[src/mfs_pkg.sv]
// mfs_pkg: shared types, codes and sizes for the multilevel feedback scheduler.
// No dependencies; imported by mfs_queue and multilevel_feedback_scheduler.
`timescale 1ns / 1ps

package mfs_pkg;

    localparam int ID_W          = 4;
    localparam int LVL_W         = 2;
    localparam int OP_W          = 2;
    localparam int NUM_TASKS_DEF = 16;
    localparam int NQ            = 3;

    // opcodes
    localparam logic [OP_W-1:0] OP_SCHED = 2'd0;
    localparam logic [OP_W-1:0] OP_WAKE  = 2'd1;
    localparam logic [OP_W-1:0] OP_SETUP = 2'd2;
    localparam logic [OP_W-1:0] OP_NOP   = 2'd3;

    // levels
    localparam logic [LVL_W-1:0] LVL_1 = 2'd1;
    localparam logic [LVL_W-1:0] LVL_2 = 2'd2;
    localparam logic [LVL_W-1:0] LVL_3 = 2'd3;

    typedef logic [1:0] t_qsel;

    // queue select: queue index is level minus one
    localparam t_qsel Q_LOW  = 2'd0;
    localparam t_qsel Q_MID  = 2'd1;
    localparam t_qsel Q_HIGH = 2'd2;

    // one step request for the shared pointer unit
    typedef struct packed {
        logic  en;
        logic  push;
        t_qsel sel;
    } t_qcmd;

    // queue occupancy flags, bit i is queue i
    typedef struct packed {
        logic [NQ-1:0] nempty;
        logic [NQ-1:0] full;
    } t_qstat;

endpackage

[src/multilevel_feedback_scheduler.sv]
// multilevel_feedback_scheduler: top level, request sequencer and task level tables.
// Depends on mfs_pkg and mfs_queue (which uses mfs_ram).
`timescale 1ns / 1ps
//
// Channel  Direction  Handshake            Payload
// -------  ---------  -------------------  ----------------------------------------
// request  in         i_valid / o_ready    i_opcode i_task_id i_task_blocked
//                                          i_base_level i_start_level
// result   out        o_valid / i_ready    o_next_task o_next_valid
//
// Sequence: one request at a time. A schedule passes the requeue step, the
// pop step, the RAM read and the result, in that order; when all queues are empty
// no pop is made and the RAM read is skipped. Wake and setup use the request step
// and the result; a no-op goes straight to the result. The steps are set by the
// single shared pointer step unit and the registered read port of the queue RAMs.
// Reset: synchronous, active low; queues empty, all task levels and bases level 1.
// Stalls: the result is held in an output register until transferred; o_ready
// rises again the cycle after.

module multilevel_feedback_scheduler #(
    parameter int NUM_TASKS = mfs_pkg::NUM_TASKS_DEF
) (
    input  logic                       i_clk,
    input  logic                       i_rst_n,
    input  logic                       i_valid,
    output logic                       o_ready,
    input  logic [mfs_pkg::OP_W-1:0]   i_opcode,
    input  logic [mfs_pkg::ID_W-1:0]   i_task_id,
    input  logic                       i_task_blocked,
    input  logic [mfs_pkg::LVL_W-1:0]  i_base_level,
    input  logic [mfs_pkg::LVL_W-1:0]  i_start_level,
    output logic                       o_valid,
    input  logic                       i_ready,
    output logic [mfs_pkg::ID_W-1:0]   o_next_task,
    output logic                       o_next_valid
);
    import mfs_pkg::*;

    // only ids that fit the id field can reach the tables
    localparam int TW  = (NUM_TASKS < (1 << ID_W)) ? NUM_TASKS : (1 << ID_W);
    localparam int TIW = $clog2(TW);

    typedef enum logic [4:0] {
        S_IDLE = 5'b00001,
        S_REQ  = 5'b00010,
        S_POP  = 5'b00100,
        S_RD   = 5'b01000,
        S_OUT  = 5'b10000
    } t_state;

    t_state r_state, n_state;

    // latched request
    logic [OP_W-1:0]  r_op;
    logic [ID_W-1:0]  r_id;
    logic             r_blk;
    logic [LVL_W-1:0] r_base;
    logic [LVL_W-1:0] r_start;

    // result register
    logic [ID_W-1:0] r_next_task, n_next_task;
    logic            r_next_valid, n_next_valid;

    // level tables, reset to level 1
    logic [LVL_W-1:0] r_lvl_tbl  [TW];
    logic [LVL_W-1:0] r_base_tbl [TW];

    t_qcmd           w_cmd;
    t_qstat          w_stat;
    logic [ID_W-1:0] w_rdata;

    logic             w_in_range;
    logic [TIW-1:0]   w_tidx;
    logic [LVL_W-1:0] w_cur_lvl;
    logic [LVL_W-1:0] w_req_lvl;
    logic             w_lvl_we;
    logic [LVL_W-1:0] w_lvl_wdata;
    logic             w_base_we;
    logic             w_accept;

    function automatic logic [LVL_W-1:0] clamp_level(input logic [LVL_W-1:0] v);
        clamp_level = (v == '0) ? LVL_1 : v;
    endfunction

    assign w_accept   = i_valid && o_ready;
    assign w_in_range = (32'(r_id) < NUM_TASKS);
    assign w_tidx     = r_id[TIW-1:0];
    assign w_cur_lvl  = r_lvl_tbl[w_tidx];

    // feedback rule: 3 drops to 2, 2 drops to 1, 1 returns to its base
    always_comb begin
        case (w_cur_lvl)
            LVL_3:   w_req_lvl = LVL_2;
            LVL_2:   w_req_lvl = LVL_1;
            default: w_req_lvl = r_base_tbl[w_tidx];
        endcase
    end

    always_comb begin
        n_state      = r_state;
        n_next_task  = r_next_task;
        n_next_valid = r_next_valid;
        w_cmd        = '{en: 1'b0, push: 1'b0, sel: Q_LOW};
        w_lvl_we     = 1'b0;
        w_lvl_wdata  = w_req_lvl;
        w_base_we    = 1'b0;

        unique case (r_state)
            S_IDLE: begin
                if (w_accept) begin
                    n_next_task  = '0;
                    n_next_valid = 1'b0;
                    n_state      = (i_opcode == OP_NOP) ? S_OUT : S_REQ;
                end
            end
            S_REQ: begin
                n_state = S_OUT;
                unique case (r_op)
                    OP_SCHED: begin
                        // requeue the running task unless blocked or idle task
                        if (!r_blk && (r_id != '0) && w_in_range) begin
                            w_lvl_we  = 1'b1;
                            w_cmd.en   = 1'b1;
                            w_cmd.push = 1'b1;
                            w_cmd.sel  = t_qsel'(w_req_lvl - LVL_1);
                        end
                        n_state = S_POP;
                    end
                    OP_WAKE: begin
                        w_cmd.en   = w_in_range;
                        w_cmd.push = 1'b1;
                        w_cmd.sel  = Q_HIGH;
                    end
                    OP_SETUP: begin
                        w_lvl_we    = w_in_range;
                        w_base_we   = w_in_range;
                        w_lvl_wdata = clamp_level(r_start);
                    end
                    default: begin
                    end
                endcase
            end
            S_POP: begin
                // highest nonempty queue wins; none leaves the zero result
                w_cmd.en   = |w_stat.nempty;
                w_cmd.push = 1'b0;
                if (w_stat.nempty[Q_HIGH]) begin
                    w_cmd.sel = Q_HIGH;
                end else if (w_stat.nempty[Q_MID]) begin
                    w_cmd.sel = Q_MID;
                end else begin
                    w_cmd.sel = Q_LOW;
                end
                n_state = (|w_stat.nempty) ? S_RD : S_OUT;
            end
            S_RD: begin
                n_next_task  = w_rdata;
                n_next_valid = 1'b1;
                n_state      = S_OUT;
            end
            S_OUT: begin
                if (i_ready) begin
                    n_state = S_IDLE;
                end
            end
            default: begin
                n_state = S_IDLE;
            end
        endcase
    end

    always_ff @(posedge i_clk) begin
        if (!i_rst_n) begin
            r_state <= S_IDLE;
        end else begin
            r_state <= n_state;
        end
    end

    always_ff @(posedge i_clk) begin
        r_next_task  <= n_next_task;
        r_next_valid <= n_next_valid;
        if (w_accept) begin
            r_op    <= i_opcode;
            r_id    <= i_task_id;
            r_blk   <= i_task_blocked;
            r_base  <= i_base_level;
            r_start <= i_start_level;
        end
    end

    always_ff @(posedge i_clk) begin
        if (!i_rst_n) begin
            for (int i = 0; i < TW; i++) begin
                r_lvl_tbl[i]  <= LVL_1;
                r_base_tbl[i] <= LVL_1;
            end
        end else begin
            if (w_lvl_we) begin
                r_lvl_tbl[w_tidx] <= w_lvl_wdata;
            end
            if (w_base_we) begin
                r_base_tbl[w_tidx] <= clamp_level(r_base);
            end
        end
    end

    mfs_queue #(
        .NUM_TASKS(NUM_TASKS)
    ) u_queue (
        .i_clk  (i_clk),
        .i_rst_n(i_rst_n),
        .i_cmd  (w_cmd),
        .i_wdata(r_id),
        .o_stat (w_stat),
        .o_rdata(w_rdata)
    );

    assign o_ready      = (r_state == S_IDLE);
    assign o_valid      = (r_state == S_OUT);
    assign o_next_task  = r_next_task;
    assign o_next_valid = r_next_valid;

endmodule

[src/mfs_ram.sv]
// mfs_ram: generic simple dual-port RAM, one write port, one registered read port.
// No dependencies.
`timescale 1ns / 1ps

module mfs_ram #(
    parameter int WIDTH = 4,
    parameter int DEPTH = 16
) (
    input  logic                     i_clk,
    input  logic                     i_we,
    input  logic [$clog2(DEPTH)-1:0] i_waddr,
    input  logic [WIDTH-1:0]         i_wdata,
    input  logic [$clog2(DEPTH)-1:0] i_raddr,
    output logic [WIDTH-1:0]         o_rdata
);

    logic [WIDTH-1:0] r_mem [DEPTH];
    logic [WIDTH-1:0] r_rdata;

    always_ff @(posedge i_clk) begin
        if (i_we) begin
            r_mem[i_waddr] <= i_wdata;
        end
        r_rdata <= r_mem[i_raddr];
    end

    assign o_rdata = r_rdata;

endmodule

[src/mfs_queue.sv]
// mfs_queue: three ready FIFOs of task ids with one shared pointer step unit.
// Depends on mfs_pkg and mfs_ram.
`timescale 1ns / 1ps

module mfs_queue #(
    parameter int NUM_TASKS = mfs_pkg::NUM_TASKS_DEF
) (
    input  logic                    i_clk,
    input  logic                    i_rst_n,
    input  mfs_pkg::t_qcmd          i_cmd,
    input  logic [mfs_pkg::ID_W-1:0] i_wdata,
    output mfs_pkg::t_qstat         o_stat,
    output logic [mfs_pkg::ID_W-1:0] o_rdata
);
    import mfs_pkg::*;

    localparam int AW = $clog2(NUM_TASKS);
    localparam int CW = $clog2(NUM_TASKS + 1);

    logic [AW-1:0] r_head [NQ];
    logic [AW-1:0] r_tail [NQ];
    logic [CW-1:0] r_cnt  [NQ];
    t_qsel         r_rsel;

    logic [ID_W-1:0] w_rdata [NQ];
    logic [NQ-1:0]   w_nempty;
    logic [NQ-1:0]   w_full;

    // shared step unit
    logic [AW-1:0] w_ptr;
    logic [AW-1:0] w_ptr_nxt;
    logic [CW-1:0] w_cnt_nxt;
    logic          w_go;

    always_comb begin
        for (int i = 0; i < NQ; i++) begin
            w_nempty[i] = (r_cnt[i] != '0);
            w_full[i]   = (r_cnt[i] == CW'(NUM_TASKS));
        end
    end

    assign o_stat.nempty = w_nempty;
    assign o_stat.full   = w_full;

    always_comb begin
        w_ptr     = i_cmd.push ? r_tail[i_cmd.sel] : r_head[i_cmd.sel];
        w_ptr_nxt = (w_ptr == AW'(NUM_TASKS - 1)) ? '0 : w_ptr + AW'(1);
        w_cnt_nxt = i_cmd.push ? r_cnt[i_cmd.sel] + CW'(1) : r_cnt[i_cmd.sel] - CW'(1);
        // pushes into a full queue are dropped, pops from an empty one ignored
        w_go      = i_cmd.en && (i_cmd.sel != 2'd3) &&
                    (i_cmd.push ? !w_full[i_cmd.sel] : w_nempty[i_cmd.sel]);
    end

    always_ff @(posedge i_clk) begin
        if (!i_rst_n) begin
            for (int i = 0; i < NQ; i++) begin
                r_head[i] <= '0;
                r_tail[i] <= '0;
                r_cnt[i]  <= '0;
            end
            r_rsel <= Q_LOW;
        end else if (w_go) begin
            r_cnt[i_cmd.sel] <= w_cnt_nxt;
            if (i_cmd.push) begin
                r_tail[i_cmd.sel] <= w_ptr_nxt;
            end else begin
                r_head[i_cmd.sel] <= w_ptr_nxt;
                r_rsel            <= i_cmd.sel;
            end
        end
    end

    for (genvar g = 0; g < NQ; g++) begin : g_fifo
        mfs_ram #(
            .WIDTH(ID_W),
            .DEPTH(NUM_TASKS)
        ) u_ram (
            .i_clk  (i_clk),
            .i_we   (w_go && i_cmd.push && (i_cmd.sel == t_qsel'(g))),
            .i_waddr(r_tail[g]),
            .i_wdata(i_wdata),
            .i_raddr(r_head[g]),
            .o_rdata(w_rdata[g])
        );
    end

    // read data of the queue popped last; valid the cycle after the pop
    always_comb begin
        case (r_rsel)
            Q_MID:   o_rdata = w_rdata[1];
            Q_HIGH:  o_rdata = w_rdata[2];
            default: o_rdata = w_rdata[0];
        endcase
    end

endmodule

[config.mk]
export PLATFORM = sky130hd
export DESIGN_NAME = multilevel_feedback_scheduler
export DESIGN_NICKNAME = d
export VERILOG_FILES = /design/src/mfs_pkg.sv /design/src/multilevel_feedback_scheduler.sv /design/src/mfs_ram.sv /design/src/mfs_queue.sv
export SDC_FILE = /design/constraint.sdc
export NUM_CORES = 1
export LEC_CHECK = 0
export BUFFER_PORTS_ARGS = -buffer_cell sky130_fd_sc_hd__buf_4
export CELL_PAD_IN_SITES_DETAIL_PLACEMENT = 1
export CELL_PAD_IN_SITES_GLOBAL_PLACEMENT = 1
export CORE_MARGIN = 3
export CORE_UTILIZATION = 54
export DETAILED_ROUTE_END_ITERATION = 6
export PLACE_DENSITY_LB_ADDON = 0.08
export SLEW_MARGIN = 0
export SYNTH_ARGS = -nofsm -noshare
export SYNTH_HDL_FRONTEND = slang
export SYNTH_SLANG_ARGS = --single-unit
[constraint.sdc]
create_clock -name i_clk -period 5.5 [get_ports i_clk]
set_input_delay 0 -clock i_clk [delete_from_list [all_inputs] [get_ports i_clk]]
set_output_delay 0 -clock i_clk [all_outputs]
set_load 0.02 [all_outputs]
After elaboration in Yosys (flattened, before gate mapping)
Memories as Yosys holds them, arrays and structs flattened. A register that Yosys moved wholly into a read port is not among the register bits.
Cells that the tools add are included.
{"block": "totals", "ff_bits": 23, "latchBits": 0, "ram_bits": 295, "rom_bits": 0, "input_bits": 15, "output_inout_bits": 7, "word_cells": 147, "n_memories": 8}
{"memory": "u_queue.g_fifo[0].u_ram.r_mem", "words": 16, "word_bits": 4, "rd": 1, "rd_clocked_by_memory_dff": 1, "wr": 1, "line_no": "mfs_ram.sv:17", "text": "logic [WIDTH-1:0] r_mem [DEPTH];"}
{"memory": "u_queue.g_fifo[1].u_ram.r_mem", "words": 16, "word_bits": 4, "rd": 1, "rd_clocked_by_memory_dff": 1, "wr": 1, "line_no": "mfs_ram.sv:17"}
{"memory": "u_queue.g_fifo[2].u_ram.r_mem", "words": 16, "word_bits": 4, "rd": 1, "rd_clocked_by_memory_dff": 1, "wr": 1, "line_no": "mfs_ram.sv:17"}
{"memory": "r_base_tbl", "words": 16, "word_bits": 2, "rd": 1, "rd_clocked_by_memory_dff": 1, "wr": 16, "line_no": "multilevel_feedback_scheduler.sv:66", "text": "logic [LVL_W-1:0] r_base_tbl [TW];"}
{"memory": "r_lvl_tbl", "words": 16, "word_bits": 2, "rd": 1, "rd_clocked_by_memory_dff": 1, "wr": 16, "line_no": "multilevel_feedback_scheduler.sv:65", "text": "logic [LVL_W-1:0] r_lvl_tbl [TW];"}
{"memory": "u_queue.r_cnt", "words": 3, "word_bits": 5, "rd": 4, "rd_clocked_by_memory_dff": 0, "wr": 3, "line_no": "mfs_queue.sv:22", "text": "logic [CW-1:0] r_cnt [NQ];"}
{"memory": "2 more memories"}
{"block": "op_classes", "addsub": 4, "n_mul": 0, "div_mod_pow": 0, "n_lt_le_gt_ge": 1, "eq_ne": 21, "shift": 0, "n_mux": 75, "bitwise_logic": 1, "reduce_logical": 28}
{"operator": "4-bit two-way mux", "count": 10}
{"operator": "1-bit two-way mux", "count": 38}
{"operator": "5-bit two-way mux", "count": 7}
{"operator": "4-bit one-hot mux with 2 select lines", "count": 4}
{"operator": "5-bit one-hot mux with 5 select lines", "count": 1}
{"operator": "5-bit == test (second input constant)", "count": 4}
{"operator": "2-bit two-way mux", "count": 10}
{"operator": "5-bit nonzero test", "count": 3}
{"operator": "2-bit == test (second input constant)", "count": 6}
{"operator": "1-bit logical AND", "count": 8}
{"operator": "2-bit logical NOT", "count": 4}
{"operator": "4-bit OR reduction", "count": 2}
{"operator": "2-bit by 1-bit == test with 1-bit output (second input constant)", "count": 3}
{"operator": "2-bit AND reduction", "count": 3}
{"operator": "5-bit by 1-bit adder with 5-bit output (second input constant)", "count": 1}
{"operator": "5-bit by 1-bit == test with 1-bit output (second input constant)", "count": 1}
{"operator": "5-bit by 2-bit == test with 1-bit output (second input constant)", "count": 1}
{"operator": "5-bit by 3-bit == test with 1-bit output (second input constant)", "count": 1}
{"operator": "5-bit by 4-bit == test with 1-bit output (second input constant)", "count": 1}
{"operator": "5-bit OR reduction", "count": 1}
{"operator": "5-bit by 1-bit subtractor with 5-bit output (second input constant)", "count": 1}
{"operator": "4-bit by 1-bit adder with 4-bit output (second input constant)", "count": 1}
{"operator": "1-bit binary-select mux with 2-bit select", "count": 2}
{"operator": "4-bit == test (second input constant)", "count": 1}
{"operator": "other kinds (12)", "count": 16}

Logic depth before layout (Yosys ltp)
{"block": "depth", "depth_word": 16, "ltp_mapped": 18}

Cells and area by module
A second synthesis with hierarchy kept.
{"block": "unflattened", "cells_unflattened": 973, "hier_area_um2": 15409.8}
{"mod": "mfs_ram", "instances": 3, "cells_per_inst": 130, "area_each_um2": 2666.3}
{"mod": "multilevel_feedback_scheduler", "instances": 1, "cells_per_inst": 352, "area_each_um2": 4541.9}
{"mod": "mfs_queue", "instances": 1, "cells_per_inst": 231, "area_each_um2": 2869.0}

Worst setup path after synthesis
Ideal clock, no wire load.
{"block": "synth_path", "kind": "register to register", "from": "register (tool-made name)", "to": "memory u_queue.r_cnt[2][4] (netlist bit) (data pin)", "setup_time_ps": 274, "arrival_ps": 3879, "required_time_ps": 5226, "setup_slack_ps": 1347, "stages_incl_launch_ff": 17, "cell_sequence": "dfxtp_1 buf_6 mux4_1 mux2_4 mux2i_4 mux2_2 a21oi_2 clkbuf_1 mux2i_1 mux2i_1 inv_1 fa_1 o21ai_0 a21oi_1 xnor2_1 xnor2_1 nor3_1"}
{"element": "end, declared", "line_no": "mfs_queue.sv:22"}

==> impl_metrics.env <==
export IMPL_arrival_ns=5.09
export IMPL_wl_per_cell_um=25.4
export IMPL_ant_nets=0
export IMPL_p_per_area_nw_per_um2=343
export IMPL_io_pins=22
export IMPL_drv_cap=0
export IMPL_hold_viol=0
export IMPL_clock_latency_ns=0.53
export IMPL_postSynthAreaPerCell_um2=15.2
export IMPL_synthToLayoutAreaGrowth_pct=12.2
export IMPL_synthesis_area_um2=15000
export IMPL_grt_setup_unrepaired="no"
export IMPL_setup_tns_ns=0
export IMPL_fin_skew_ns=0.0224
export IMPL_grt_use_total=0.252
export IMPL_yosys_top_cells_count="321 x edfxtp_1, 115 x nor2_1, 78 x nand2_1"
export IMPL_firstDrtPassIters=5
export IMPL_final_setup_worst_slack_ns=0.646
export IMPL_setup_violations=0
export IMPL_drv_slew=0
export IMPL_worst_slew_pin_slew_ns=1.26
export IMPL_timing_fmax_ghz=0.206
export IMPL_p_total_uw=5760
export IMPL_status="finished, final reports clean"
export IMPL_grt_pass1_vias=9371
export IMPL_synth_seq_area_share=0.675
export IMPL_cpMostUsedCell="xnor2_1"
export IMPL_required_ns=5.74
export IMPL_drc=0
export IMPL_num_vias=8814
export IMPL_cts_sinks=344
export IMPL_dieArea_um2=29700
export IMPL_post_dp_hpwl_um=24200
export IMPL_start_util=0.552
export IMPL_p_leak_uw=0.00542
export IMPL_ir_drop_v=0.000267
export IMPL_drive_gt1_frac=0.172
export IMPL_die_y_um=172
export IMPL_hold_path_class="in -> reg"
export IMPL_place_ws_ns=0.685
export IMPL_path_class="reg -> reg"
export IMPL_h_tree_depth=2
export IMPL_die_w_um=172
export IMPL_ys_warnings_count=0
export IMPL_synth_edff_count=321
export IMPL_diodes=0
export IMPL_worstSetupStartpointType="flop"
export IMPL_synth_ff_type="edfxtp_1"
export IMPL_clk_pin_slew_ns=0.06
export IMPL_routed_wl_um=36100
export IMPL_syn_inst=986
export IMPL_ys_top_cells_by_area="edfxtp_1 64%, mux4_2 11%, dfxtp_1 3.1%, nor2_1 2.9%, nand2_1 2.0%"
export IMPL_cp_cell_sequence="buf_4 > mux4_2 > mux2i_1 > xnor2_1 > a41oi_4 > nand2_1 > o211ai_1 > nand2_1 > fa_1 > o21ai_0 > a21oi_1 > xnor2_1 > xnor2_1 > nor2_1"
export IMPL_fin_crit_ns=4.85
export IMPL_cp_max_fo=13
export IMPL_async_reset_ff_frac=0
export IMPL_via_per_inst=6.19
export IMPL_crit_path_end_kind="flop"
export IMPL_portBuffers=21
export IMPL_drtIter0Drc=651
export IMPL_clockBufferDepth=3
export IMPL_yosysMostFrequentCell="edfxtp_1"
export IMPL_cts_root_buffer="clkbuf_16"
export IMPL_ys_ff_latch=344
export IMPL_layout_nets=1050
export IMPL_antenna_found_initial=0
export IMPL_slew_headroom=0.155
export IMPL_gr_total_overflow=0
export IMPL_grt_pass1_wl_um=56200
export IMPL_max_stage_delay_ns=0.59
export IMPL_synth_top_area_share=0.644
export IMPL_gp_congestion=0.902
export IMPL_cts_tree="yes"
export IMPL_cp_slowest_cell="dfxtp_1"
export IMPL_cts_buffers=37
export IMPL_row_count=60
export IMPL_fin_crit_sh=0.883
export IMPL_synth_top_area_cell="edfxtp_1"
export IMPL_grt_max_degree=61
export IMPL_cts_resized_gates=0
export IMPL_core_area_um2=27100
export IMPL_synth_distinct_cells=70
## worst paths after layout
check | startpoint | end | slack, ns | depth (start not counted)
setup / recovery | flop | u_queue.r_cnt[1][4]$_SDFFCE_PN0P_ | 0.65 | 14
hold / removal | i_valid | flop | 0.04 | 3
setup reg to reg | flop | u_queue.r_cnt[1][4]$_SDFFCE_PN0P_ | 0.65 | 14
hold reg to reg | r_op[1]$_DFFE_PP_ | r_state[2]$_SDFFE_PN0P_ | 0.57 | 1
## layout make-up
cell class / count / area [um2]
clock buffers: 45 / 986
inverters: 23 / 86.3
multi-input cells: 574 / 4580
well taps: 372 / 465
flip-flops and latches: 344 / 10100
repair buffers: 48 / 393
clock inverters: 17 / 193
fillers: 2476 / 10300
## logic make-up after synthesis
family | Yosys count | synth area share
other | 1 | 0.000251
and+or+nand+nor | 340 | 0.110
muxes | 103 | 0.135
DFF | 344 | 0.675
buffers and inverters | 77 | 0.0222
xor gates and xnor gates | 6 | 0.00351
adders and majority gates | 7 | 0.00635
AOI/OAI and AO/OA | 108 | 0.0480
## placed cells by master (no fill, tap or decap), types with 4 or more instances in the layout
master / instances
a211oi_1: 7
a21oi_1: 15
a22oi_1: 4
a31oi_1: 13
and2_1: 6
and3_1: 7
buf_4: 35
bufinv_16: 4
clkbuf_1: 5
clkbuf_16: 37
clkinv_1: 6
clkinv_2: 5
conb_1: 10
dfxtp_1: 23
dlygate4sd3_1: 13
edfxtp_1: 321
ha_1: 6
inv_1: 21
mux2_2: 9
mux2i_1: 15
mux4_1: 4
mux4_2: 71
nand2_1: 78
nand2b_1: 15
nand3_1: 38
nand3b_1: 10
nand4_1: 5
nor2_1: 115
nor2b_1: 7
nor3_1: 31
nor3b_1: 5
nor4_1: 5
o211ai_1: 10
o21ai_0: 33
or3_1: 5
xnor2_1: 4
## through the flow
step                cell area, um2   util  std cells  hold slack (ns)
floorplan                    15000      -        995           0.0989
global placement             15500  0.572       1348            0.179
detailed placement           15500  0.572       1348            0.180
CTS                          16800  0.620       1423           0.0198
global route                 16800  0.620       1423           0.0612
finish                       16800  0.620       1423           0.0436
## critical path, delay by kind of cell (launching register included)
kind	cells	cell delay, ns
flip-flops	1	0.59
multiplexers	2	0.86
AO/OA/AOI/OAI	4	1.00
buffers and inverters	1	0.30
adder cells (fa/ha/maj)	1	0.49
XOR/XNOR	3	0.64
AND/OR/NAND/NOR	3	0.67
## power by group
| part | total (uW) | switching [uW] | internal, uW |
|---|---|---|---|
| registers | 2970 | 57.2 | 2910 |
| clock network | 2450 | 987 | 1460 |
| logic | 338 | 214 | 124 |
## flip-flops by register name, summed over array words and instances, names as in the netlist, named ones only
| register | count |
|---|---|
| u_queue.r_rsel | 2 |
| r_start | 2 |
| r_blk | 1 |
| r_op | 2 |
| r_lvl_tbl | 32 |
| u_queue.g_fifo.u_ram.o_rdata | 12 |
| r_state | 5 |
| r_base | 2 |
| u_queue.r_cnt | 20 |
| o_next_valid | 1 |
| u_queue.g_fifo.u_ram.r_mem | 192 |
| r_base_tbl | 32 |
| u_queue.r_head | 13 |
| u_queue.r_tail | 16 |
| o_next_task | 4 |
| r_id | 4 |
## layer usage
| layer | track usage | part of all wire | wire length, um |
|---|---|---|---|
| met1 | 0.367 | 0.44 | 15900 |
| met5 | 0 | 0 | 0 |
| met3 | 0.0398 | 0.049 | 1770 |
| met4 | 0.0649 | 0.024 | 877 |
| met2 | 0.405 | 0.48 | 17500 |
## repair_timing
item / 4_1_cts / 5_1_grt
hold endpoints to repair: 18 / 0
setup buffers: 0 / 0
hold buffers: 13 / 0
No activity file was read; power rests on OpenSTA's default activity.
